## src/sv/ame_pkg.sv

```systemverilog
package ame_pkg;

    localparam int MEM_DEPTH_DEF = 256;
    localparam int MAX_IND_DEF   = 4;

    typedef enum logic [4:0] {
        CMD_NOP    = 5'd0,
        CMD_READ   = 5'd1,
        CMD_WRITE  = 5'd2,
        CMD_END    = 5'd3,
        CMD_LOAD   = 5'd4,
        CMD_STORE  = 5'd5,
        CMD_ADD    = 5'd6,
        CMD_SUB    = 5'd7,
        CMD_MULT   = 5'd8,
        CMD_DIV    = 5'd9,
        CMD_ADDI   = 5'd10,
        CMD_SUBI   = 5'd11,
        CMD_MULTI  = 5'd12,
        CMD_DIVI   = 5'd13,
        CMD_LOADI  = 5'd14,
        CMD_BR     = 5'd15,
        CMD_BEQ    = 5'd16,
        CMD_BNE    = 5'd17,
        CMD_BGE    = 5'd18,
        CMD_BG     = 5'd19,
        CMD_BLE    = 5'd20,
        CMD_BL     = 5'd21,
        CMD_LOADAT = 5'd22,
        CMD_STOREAT = 5'd23
    } cmd_t;

    typedef enum logic [1:0] {
        ERR_NONE = 2'd0,
        ERR_CMD  = 2'd1,
        ERR_ADDR = 2'd2,
        ERR_DIV  = 2'd3
    } err_t;

    // datapath operations requested by the controller
    typedef enum logic [3:0] {
        OP_IDLE,
        OP_LATCH,
        OP_CLEAR,
        OP_MEM_RD,
        OP_MEM_WR,
        OP_MUL,
        OP_DIV_START,
        OP_DIV_STEP,
        OP_EXEC,
        OP_HALT_HOLD
    } op_t;

    typedef struct packed {
        op_t  op;
        logic ptr_from_mem;
        logic use_mem_val;
        logic div_by_mem;
        logic [1:0] err;
    } ctl_t;

    typedef struct packed {
        logic clear_done;
        logic addr_ok;
        logic div_zero;
        logic div_done;
        logic [4:0] cmd;
        logic [2:0] levels;
        logic halted;
    } sts_t;

endpackage

```

## src/sv/ame_ctrl.sv

```systemverilog
module ame_ctrl (
    input  logic           clk,
    input  logic           rst_n,
    input  logic           in_valid,
    output logic           in_ready,
    output logic           out_valid,
    input  logic           out_ready,
    output ame_pkg::ctl_t  ctl,
    input  ame_pkg::sts_t  sts
);
    import ame_pkg::*;

    typedef enum logic [9:0] {
        S_CLEAR = 10'b0000000001,
        S_IDLE  = 10'b0000000010,
        S_DEC   = 10'b0000000100,
        S_RDW   = 10'b0000001000,
        S_RDCHK = 10'b0000010000,
        S_MUL   = 10'b0000100000,
        S_DIV   = 10'b0001000000,
        S_EXEC  = 10'b0010000000,
        S_OUT   = 10'b0100000000,
        S_WR    = 10'b1000000000
    } state_t;

    state_t state_reg, state_next;
    logic [2:0] cnt_reg, cnt_next;
    logic       frm_reg, frm_next;
    logic [1:0] err_reg, err_next;

    assign in_ready  = (state_reg == S_IDLE);
    assign out_valid = (state_reg == S_OUT);

    always_ff @(posedge clk or negedge rst_n)
    begin
        if (!rst_n)
        begin
            state_reg <= S_CLEAR;
            cnt_reg   <= '0;
            frm_reg   <= 1'b0;
            err_reg   <= ERR_NONE;
        end
        else
        begin
            state_reg <= state_next;
            cnt_reg   <= cnt_next;
            frm_reg   <= frm_next;
            err_reg   <= err_next;
        end
    end

    always_comb
    begin
        state_next       = state_reg;
        cnt_next         = cnt_reg;
        frm_next         = frm_reg;
        err_next         = err_reg;
        ctl.op           = OP_IDLE;
        ctl.ptr_from_mem = frm_reg;
        ctl.use_mem_val  = (sts.cmd == CMD_MULT);
        ctl.div_by_mem   = (sts.cmd == CMD_DIV);
        ctl.err          = err_reg;
        case (state_reg)
            S_CLEAR:
            begin
                ctl.op = OP_CLEAR;
                if (sts.clear_done)
                begin
                    ctl.op     = OP_IDLE;
                    state_next = S_IDLE;
                end
            end
            S_IDLE:
                if (in_valid)
                begin
                    ctl.op     = OP_LATCH;
                    frm_next   = 1'b0;
                    err_next   = ERR_NONE;
                    cnt_next   = '0;
                    state_next = S_DEC;
                end
            S_DEC:
            begin
                ctl.ptr_from_mem = 1'b0;
                if (sts.halted)
                begin
                    ctl.op     = OP_HALT_HOLD;
                    state_next = S_OUT;
                end
                else
                    case (sts.cmd) inside
                        [CMD_LOAD:CMD_DIV], CMD_LOADAT, CMD_STOREAT:
                            if (!sts.addr_ok)
                            begin
                                err_next   = ERR_ADDR;
                                state_next = S_EXEC;
                            end
                            else if (sts.cmd == CMD_STORE)
                                state_next = S_WR;
                            else
                            begin
                                ctl.op     = OP_MEM_RD;
                                state_next = S_RDW;
                            end
                        CMD_MULTI:
                            state_next = S_MUL;
                        CMD_DIVI:
                            if (sts.div_zero)
                            begin
                                err_next   = ERR_DIV;
                                state_next = S_EXEC;
                            end
                            else
                            begin
                                ctl.op     = OP_DIV_START;
                                state_next = S_DIV;
                            end
                        [CMD_NOP:CMD_END], CMD_ADDI, CMD_SUBI, CMD_LOADI, [CMD_BR:CMD_BL]:
                            state_next = S_EXEC;
                        default:
                        begin
                            err_next   = ERR_CMD;
                            state_next = S_EXEC;
                        end
                    endcase
            end
            S_RDW:
            begin
                // read data now valid for the pointer held in ptr_reg
                frm_next   = 1'b1;
                state_next = S_RDCHK;
            end
            S_RDCHK:
            begin
                if (sts.cmd == CMD_LOADAT || sts.cmd == CMD_STOREAT)
                begin
                    if (cnt_reg == sts.levels)
                        state_next = S_EXEC;
                    else if (!sts.addr_ok)
                    begin
                        err_next   = ERR_ADDR;
                        state_next = S_EXEC;
                    end
                    else if (cnt_reg + 3'd1 == sts.levels && sts.cmd == CMD_STOREAT)
                    begin
                        ctl.op     = OP_MEM_RD;
                        frm_next   = 1'b0;
                        state_next = S_WR;
                    end
                    else
                    begin
                        ctl.op     = OP_MEM_RD;
                        frm_next   = 1'b0;
                        cnt_next   = cnt_reg + 3'd1;
                        state_next = S_RDW;
                    end
                end
                else if (sts.cmd == CMD_MULT)
                    state_next = S_MUL;
                else if (sts.cmd == CMD_DIV)
                begin
                    if (sts.div_zero)
                    begin
                        err_next   = ERR_DIV;
                        state_next = S_EXEC;
                    end
                    else
                    begin
                        ctl.op     = OP_DIV_START;
                        state_next = S_DIV;
                    end
                end
                else
                    state_next = S_EXEC;
            end
            S_MUL:
            begin
                ctl.op     = OP_MUL;
                state_next = S_EXEC;
            end
            S_DIV:
                if (sts.div_done)
                    state_next = S_EXEC;
                else
                    ctl.op = OP_DIV_STEP;
            S_WR:
            begin
                ctl.ptr_from_mem = 1'b0;
                ctl.op           = OP_MEM_WR;
                state_next       = S_EXEC;
            end
            S_EXEC:
            begin
                ctl.op     = OP_EXEC;
                state_next = S_OUT;
            end
            S_OUT:
                if (out_ready)
                    state_next = S_IDLE;
            default:
                state_next = S_IDLE;
        endcase
    end
endmodule

```

## config.mk

```make
export PLATFORM = sky130hd
export DESIGN_NAME = ame_ctrl
export DESIGN_NICKNAME = d
export VERILOG_FILES = /design/src/sv/ame_pkg.sv /design/src/sv/ame_ctrl.sv
export SDC_FILE = /design/constraint.sdc
export NUM_CORES = 1
export LEC_CHECK = 0
export ABC_AREA = 1
export BUFFER_PORTS_ARGS = -buffer_cell sky130_fd_sc_hd__buf_2
export CAP_MARGIN = 15
export CORE_MARGIN = 4
export CORE_UTILIZATION = 50
export CTS_CLUSTER_DIAMETER = 50
export DETAILED_ROUTE_END_ITERATION = 16
export HOLD_SLACK_MARGIN = 0.05
export MAX_ROUTING_LAYER = met4
export PLACE_DENSITY = 0.73
export SETUP_SLACK_MARGIN = 0.02
export SLEW_MARGIN = 20
export SYNTH_ARGS = -nofsm -noshare
export SYNTH_HDL_FRONTEND = slang
export SYNTH_SLANG_ARGS = --single-unit
```

## constraint.sdc

```tcl
create_clock -name clk -period 2.15 [get_ports clk]
set_clock_uncertainty 0.1 [all_clocks]
set_input_delay 0.1075 -clock clk [delete_from_list [all_inputs] [get_ports clk]]
set_output_delay 0.1075 -clock clk [all_outputs]
set_load 0.01 [all_outputs]
```

==> flow_summary_export.csv, run 1 <==
group,metric,value,unit
layout,filler_cell_count,307,
floorplanning,start_util,51.8,%
sta,finalMaxSlewViolations,0,
synthesis,yosys.area_share.simple,53.9,%
grt,grt_pass1_vias,1694,
power_and_ir_drop,vdd_drop_max,0.459,mV
power_and_ir_drop,p_per_area,712,mW/mm^2
floorplanning,die_area,0.00413,mm^2
sta,tightestPinTransition,359,ps
route,antenna_left,0,
job,maxCapViolCount,0,
run_status,status,"complete, no violations",
synthesis,synth-adder-area-share,0.791,%
route,vias,1768,
placed_design,gp_congestion,0.981,
synthesis,synth_compound_area_share,6.48,%
floorplanning,die-height,64.3,um
power_and_ir_drop,p_leak,1.09,nW
route,first_pass_iters,5,
clocking,insertion_delay,290,ps
route,initialDrtViolationCount,91,
route,viasPerCell,5.14,
layout,layout_common_cells,"nand2_1, inv_1, nand3_1",
sta,fin_ws,58.2,ps
placed_design,place_area,0.00177,mm^2
hold_path,hold_path.class,"input port to flip-flop",
clocking,clk_pin_slew,100,ps
synthesis,synthMuxAreaShare,0,%
placed_design,numPortBuffers,27,
synthesis,yosysUniqueCellTypes,31,
synthesis,seq_area_frac_synth,25.4,%
layout,drive_gt1_share,23.3,%
sta,hold_viol_final,0,
synthesis,yosys_warnings,0,
worst_setup_path,cp_max_fo,7,
placed_design,dp_slack,331,ps
sta,tns,0,ps
route,routed_wl,4.27,mm
floorplanning,rows,20,
grt,grt_max_degree,17,
clocking,cts_tree,"done",
sta,rsz0062_at_grt,"true",
synthesis,syn_avg_cell_area,6.02,um^2
grt,grt_use_total,22.5,%
sta,max_slew_margin,75.9,%
grt,antenna_found_initial,0,
clocking,cts_buffers,3,
sta,finalCritPeriodShare,97.3,%
sta,fmax,478,MHz
layout,largest_reg_flops,10,
synthesis,ys_ff_latch,16,
sta,min_period,2090,ps
placed_design,post-dp-hpwl,3.37,mm
synthesis,syn-num-nets,281,
floorplanning,fp.coreArea,0.00305,mm^2
clocking,cts_sinks,16,
layout,n_antenna_cell,0,
layout,stdcell_area,0.00193,mm^2
worst_setup_path,worst_setup_path_start_kind,"flip-flop",
floorplanning,ioPinCount,28,
route,drc_errors,0,
route,wire_per_inst,12.4,um
clocking,h-tree-depth,1,
floorplanning,fp.dieW,64.3,um
layout,nNetsFinal,319,
sta,setup_viol,0,
worst_setup_path,cp.arrival,1880,ps
grt,grt_overflow,0,
grt,grt_pass1_wl,7.29,mm
worst_setup_path,endpoint_kind,"output pin",
clocking,clock_tree.buffer_depth,2,
synthesis,synth_top_family_by_area,"simple AND/OR/NAND/NOR gates",
synthesis,netlist_area,0.00158,mm^2
synthesis,synth_cells,263,
clocking,root_buffer,"clkbuf_4",
worst_setup_path,critical_path_required,1940,ps
synthesis,synth_xor_area_share,2.77,%
layout,final_common_cell,"nand2_1",
layout,area_growth,22.0,%
worst_setup_path,critPathKind,"flip-flop to output pin",
-- layer usage --
metal	GRT usage (%)	wire (um)
met3	4.57	321
met4	3.17	59
met1	30.7	1920
met5	-	0
met2	35.2	1960
-- logic make-up (layout without fill, tap and decap cells) --
kind of cell	count (synthesis)	after routing
compound gates	18	18
xor+xnor	5	5
fa+ha+maj	1	1
buf+inv	44	81
flops	16	16
simple gates	179	179
-- cell type report --
type / instances / area (um^2) / share of cell area (%)
multi-input cells: 203 / 1080 / 55.7
flip-flops and latches: 16 / 404 / 20.9
repair buffers: 34 / 198 / 10.2
inverters: 43 / 161 / 8.36
well taps: 44 / 55.1 / 2.85
clock buffers: 4 / 36.3 / 1.88
-- per-stage QoR --
stage | hold slack, ps | power, mW | util [%] | std cells
after floorplan | -288 | 0.892 | - | 263
after global placement | -56.7 | 1.09 | 57.8 | 333
after detailed placement | -57.1 | 1.09 | 57.8 | 333
after CTS | 52.0 | 1.31 | 60.6 | 341
after global routing | 68.8 | 1.49 | 63.2 | 344
final | 69.3 | 1.37 | 63.2 | 344
-- synth_stat cells --
master,instances,area share [%]
nand3b_1,3,1.4
o21bai_1,3,1.4
xor2_1,1,0.55
xnor2_1,4,2.2
nor2_2,2,0.79
dfstp_2,1,1.7
nor4_1,2,0.79
buf_4,1,0.47
or2_1,1,0.40
nand4_1,6,2.4
nand3_1,32,10
o21ai_1,1,0.32
nor3_2,1,0.63
dfrtp_1,15,24
a21oi_1,2,0.63
nor3_1,9,2.8
and3_1,1,0.40
nor3b_1,1,0.47
nor2_1,33,7.8
o31ai_1,1,0.47
nand2_2,6,2.4
inv_2,5,1.2
nor3_4,1,1.0
nand2_1,74,18
inv_1,38,9.0
o21ai_0,10,3.2
nand4_2,1,0.79
nand3_2,2,1.3
ha_1,1,0.79
o211ai_1,1,0.47
nor2_4,4,2.8
-- timing repair --
item                                    4_1_cts  5_1_grt
hold buffers                                  4        0
pin swaps                                     0        3
gates cloned                                  0        0
hold endpoints to repair                     19        0
setup buffers                                 0        3
gates resized for setup                       2       16
endpoints found under the setup margin        2        3
-- final timing paths --
path | startpoint | end | slack (ps) | depth (start not counted)
worst min register to register | frm_reg$_DFFE_PN0P_ | frm_reg$_DFFE_PN0P_ | 420 | 2
worst max-delay path | state_reg[8]$_DFFE_PN0P_ | ctl[7] | 60 | 8
worst min-delay path | out_ready | state_reg[8]$_DFFE_PN0P_ | 70 | 4
min in group asynchronous | rst_n | state_reg[8]$_DFFE_PN0P_ | 160 | 2
worst max register to register | cnt_reg[0]$_DFFE_PN0P_ | cnt_reg[1]$_DFFE_PN0P_ | 350 | 9
max in group asynchronous | rst_n | state_reg[0]$_DFFE_PN1P_ | 1490 | 2
-- critical path, stage by stage, from the launching register on --
cell     delay [ps]
dfrtp_1         440
nor2_4          230
nand2_2         110
nor2_2          170
nand2_2         130
nor3_2          190
nor2_1          100
nand3_1          90
buf_2           130
-- report_power, final --
part | internal (mW) | leakage, nW | switching [mW]
Combinational | 0.266 | 0.859 | 0.526
Sequential | 0.341 | 0.213 | 0.0387
Clock | 0.103 | 0.0210 | 0.0999
Total | 0.710 | 1.09 | 0.665
(Power assumes the default switching activity.)
==> run 2: changes to the inputs <==
PLACE_DENSITY = 0.75   (was 0.73)
clock period = 1.8 ns   (was 2.15 ns; I/O delays follow)
==> flow_summary_export.csv, run 2 (synthesis results as in run 1) <==
group,metric,value,unit
grt,grt_util_met3,6.85,%
clocking,clock_tree.buffer_depth,2,
sta,fin_ws,-233,ps
worst_setup_path,critical_path_required,1610,ps
floorplanning,start_util,51.8,%
grt,met1_usage,31.2,%
power_and_ir_drop,vdd_drop_max,0.546,mV
sta,finalCritPeriodShare,113,%
sta,tightestPinTransition,392,ps
clocking,clk_pin_slew,100,ps
worst_setup_path,endpoint_kind,"output pin",
worst_setup_path,r2r_setup_slack,-100,ps
hold_path,hold_path.class,"input port to flip-flop",
layout,final_common_cell,"nand2_1",
layout,filler_cell_count,247,
sta,rsz0062_at_grt,"true",
power_and_ir_drop,intPower,985,uW
route,wire_per_inst,14.8,um
grt,antenna_found_initial,0,
power_and_ir_drop,p_leak,1.24,nW
clocking,h-tree-depth,1,
power_and_ir_drop,p_sw,956,uW
worst_setup_path,worst_setup_path_start_kind,"flip-flop",
floorplanning,rows,20,
grt,use_met2,42.5,%
run_status,status,"finished with violations",
layout,fin_cells,368,
clocking,insertion_delay,290,ps
placed_design,post-dp-hpwl,3.42,mm
route,antenna_left,0,
grt,grt_overflow,0,
layout,area_growth,41.6,%
run_status,violations,"negative setup slack",
power_and_ir_drop,seqPwrFrac,23.4,%
sta,finalMaxSlewViolations,0,
route,first_pass_iters,4,
worst_setup_path,cp.arrival,1840,ps
route,vias,2059,
worst_setup_path,cp_max_fo,3,
worst_setup_path,critPathKind,"flip-flop to output pin",
placed_design,place_area,0.00182,mm^2
clocking,cts_tree,"done",
layout,n_antenna_cell,0,
grt,grt_max_degree,17,
route,routed_wl,5.44,mm
job,maxCapViolCount,0,
placed_design,dp_slack,33.4,ps
power_and_ir_drop,p_per_area,866,mW/mm^2
sta,max_slew_margin,73.6,%
power_and_ir_drop,total_power,1.94,mW
route,viasPerCell,5.60,
placed_design,gp_congestion,0.947,
power_and_ir_drop,p_sw_share,49.2,%
route,initialDrtViolationCount,159,
sta,setup_viol,12,
grt,grt_pass1_wl,8.29,mm
route,drc_errors,0,
sta,min_period,2030,ps
floorplanning,die_area,0.00413,mm^2
clocking,cts_buffers,3,
grt,grt-busiest-layer,"met2",
layout,drive_gt1_share,35.5,%
floorplanning,die-height,64.3,um
layout,nNetsFinal,343,
floorplanning,fp.dieW,64.3,um
sta,fmax,492,MHz
placed_design,dp.cells,340,
layout,layout_common_cells,"nand2_1, inv_1, nand3_1, buf_2, buf_4",
placed_design,numPortBuffers,27,
floorplanning,fp.coreArea,0.00305,mm^2
grt,grt_pass1_vias,1904,
layout,largest_reg_flops,10,
sta,hold_viol_final,0,
floorplanning,ioPinCount,28,
clocking,cts_sinks,16,
grt,grt_use_total,25.8,%
power_and_ir_drop,pwr-share-comb,66.1,%
clocking,root_buffer,"clkbuf_4",
layout,stdcell_area,0.00224,mm^2
power_and_ir_drop,clock_power_share,10.5,%
run 2: routing by layer:
| metal | up-vias | share of wire, % |
|---|---|---|
| met5 | - | 0 |
| met4 | 0 | 3.0 |
| met3 | 21 | 8.5 |
| met2 | 130 | 48 |
| met1 | 942 | 40 |
| li1 | 966 | - |
run 2: layout make-up:
type	instances	area (um^2)	area share (%)
Multi-Input combinational cell	203	1200	53.4
Sequential cell	16	403	18.0
Timing Repair Buffer	58	395	17.6
Inverter	43	164	7.31
Tap cell	44	55.1	2.46
Clock buffer	4	26.3	1.17
run 2: worst max-delay path, stage by stage, from the launching register on:
cell	delay (ps)
dfrtp_1	460
nor2_4	200
nand2_4	100
inv_2	80
nand3_2	100
inv_2	100
nand2_2	60
or2_1	250
nand3_1	90
buf_2	130
run 2: timing repair:
| action | in CTS | in global routing |
|---|---|---|
| resized for setup | 23 | 32 |
| hold buffers | 5 | 0 |
| endpoints found under the hold margin | 20 | 0 |
| buffers inserted | 13 | 8 |
| setup endpoints to repair | 5 | 12 |
| pin swaps | 11 | 11 |
run 2: path summary, 6_finish.rpt:
path | end | cells after the start | start
max | ctl[6] | 9 | state_reg[8]$_DFFE_PN0P_
min | frm_reg$_DFFE_PN0P_ | 4 | in_valid
max reg2reg | state_reg[1]$_DFFE_PN0P_ | 10 | state_reg[8]$_DFFE_PN0P_
min reg2reg | frm_reg$_DFFE_PN0P_ | 2 | frm_reg$_DFFE_PN0P_
max in group asynchronous | state_reg[0]$_DFFE_PN1P_ | 2 | rst_n
min in group asynchronous | state_reg[6]$_DFFE_PN0P_ | 2 | rst_n
run 2: power groups by stage:
stage,registers (mW),logic (mW),clock network (mW)
2_1_floorplan,0.456,0.610,0
3_3_place_gp,0.454,0.894,0
3_5_place_dp,0.455,0.889,0
4_1_cts,0.447,1.02,0.211
5_1_grt,0.462,1.39,0.231
6_report,0.455,1.28,0.204
run 2: per-stage QoR:
step | setup TNS (ps) | hold WS, ps | util [%]
after floorplan | 0 | -306 | -
after global placement | -18.9 | -62.7 | 59.5
after detailed placement | 0 | -58.9 | 59.5
after CTS | -361 | 63.2 | 67.7
after global routing | -2180 | 119 | 73.4
final | -1290 | 104 | 73.4
==> run 3: changes to the inputs <==
CTS_CLUSTER_DIAMETER = unset   (was 50)
PLACE_DENSITY = 0.73   (was 0.75)
clock period = 2.6 ns   (was 1.8 ns; I/O delays follow)
==> flow_summary_export.csv, run 3 (synthesis results as in run 1) <==
group,metric,value,unit
route,antenna_left,0,
layout,fin_cells,339,
worst_setup_path,r2r_start,"state_reg[2]$_DFFE_PN0P_",
power_and_ir_drop,total_power,1.08,mW
floorplanning,die_area,0.00413,mm^2
power_and_ir_drop,p_leak,1.06,nW
layout,layout_common_cells,"nand2_1, inv_1, nor2_1",
route,viasPerCell,5.20,
layout,final_common_cell,"nand2_1",
route,drc_errors,0,
route,first_pass_iters,4,
layout,drive_gt1_share,18.3,%
worst_setup_path,reg2reg_depth,7,
worst_setup_path,rr_endpoint,"state_reg[9]$_DFFE_PN0P_",
placed_design,dp_slack,727,ps
floorplanning,fp.coreArea,0.00305,mm^2
layout,area_growth,15.1,%
placed_design,dp.cells,333,
grt,grt_max_degree,17,
worst_setup_path,critical_path_required,2370,ps
worst_setup_path,worst_setup_path_start_kind,"flip-flop",
hold_path,whs_path_depth,3,
placed_design,gp_congestion,1.05,
sta,tns,0,ps
worst_setup_path,critPathKind,"flip-flop to output pin",
worst_setup_path,r2r_setup_slack,750,ps
clocking,cts_tree,"done",
clocking,clk_pin_slew,100,ps
sta,setup_viol,0,
layout,stdcell_area,0.00182,mm^2
clocking,cts_sinks,16,
clocking,post-cts-setup-buffers,0,
placed_design,post-dp-hpwl,3.36,mm
floorplanning,ioPinCount,28,
sta,finalMaxSlewViolations,0,
grt,grt_pass1_vias,1621,
sta,min_period,2230,ps
run_status,status,"complete, no violations",
route,vias,1764,
sta,fin_ws,372,ps
hold_path,min-delay-start,"in_valid",
layout,largest_reg_flops,10,
floorplanning,fp.dieW,64.3,um
route,initialDrtViolationCount,87,
layout,n_antenna_cell,0,
hold_path,hold_path.class,"input port to flip-flop",
grt,grt_overflow,0,
sta,finalCritPeriodShare,85.7,%
clocking,insertion_delay,290,ps
clocking,cts_resized,0,
power_and_ir_drop,vdd_drop_max,0.394,mV
layout,utilization,59.7,%
worst_setup_path,endpoint_kind,"output pin",
sta,fmax,449,MHz
placed_design,place_area,0.00177,mm^2
job,maxCapViolCount,0,
clocking,clock_tree.buffer_depth,2,
layout,nNetsFinal,314,
grt,grt_pass1_wl,7.40,mm
floorplanning,die-height,64.3,um
clocking,root_buffer,"clkbuf_4",
route,wire_per_inst,12.1,um
floorplanning,start_util,51.8,%
floorplanning,rows,20,
clocking,h-tree-depth,1,
sta,hold_viol_final,0,
sta,holdWs,63.4,ps
grt,antenna_found_initial,0,
sta,max_slew_margin,68.8,%
grt,grt_use_total,22.7,%
hold_path,min_to,"state_reg[2]$_DFFE_PN0P_",
route,routed_wl,4.11,mm
placed_design,numPortBuffers,27,
power_and_ir_drop,p_per_area,591,mW/mm^2
worst_setup_path,cp.arrival,2000,ps
clocking,cts_buffers,3,
layout,filler_cell_count,302,
worst_setup_path,cp_max_fo,5,
sta,rsz0062_at_grt,"false",
sta,tightestPinTransition,463,ps
## run 3: report_power, final
group	internal, mW	switching, mW
combinational	0.194	0.404
sequential	0.281	0.0288
clock	0.0854	0.0842
total	0.560	0.517
## run 3: layout make-up
type / instances / area, um^2 / share of cell area [%]
well taps: 44 / 55.1 / 3.02
inverters: 43 / 161 / 8.86
flip-flops and latches: 16 / 402 / 22.0
multi-input cells: 203 / 1010 / 55.6
clock buffers: 4 / 36.3 / 1.99
repair buffers: 29 / 155 / 8.52
## run 3: repair_timing
item,in CTS,in global routing
setup endpoints to repair,0,0
hold endpoints to repair,17,0
hold buffers,2,0
## run 3: metal layers
layer / global-route usage, % / vias up / part of all wire (%) / wire, um
met2: 35.8 / 55 / 46 / 1890
met1: 31.9 / 798 / 48 / 1970
met5: - / - / 0 / 0
met3: 3.16 / 4 / 5.4 / 221
li1: - / 907 / - / -
met4: 2.90 / 0 / 0.71 / 29
## run 3: worst max-delay path: stages, from the launching register on
cell	delay [ps]
dfrtp_1	430
nor2_2	190
nand2_2	160
nor2_1	150
nand2_1	140
nor2_1	310
nor3_1	80
o211ai_1	90
buf_2	160
## run 3: worst max-delay path by stage
stage	startpoint	to	slack, ps	cells after the start
final	state_reg[2]$_DFFE_PN0P_	ctl[5]	370	8
after global routing	state_reg[2]$_DFFE_PN0P_	ctl[5]	170	8
after CTS	state_reg[2]$_DFFE_PN0P_	ctl[5]	390	8
after detailed placement	state_reg[2]$_DFFE_PN0P_	ctl[5]	730	8
after global placement	state_reg[2]$_DFFE_PN0P_	ctl[5]	720	8
after floorplan	cnt_reg[0]$_DFFE_PN0P_	cnt_reg[1]$_DFFE_PN0P_	990	9
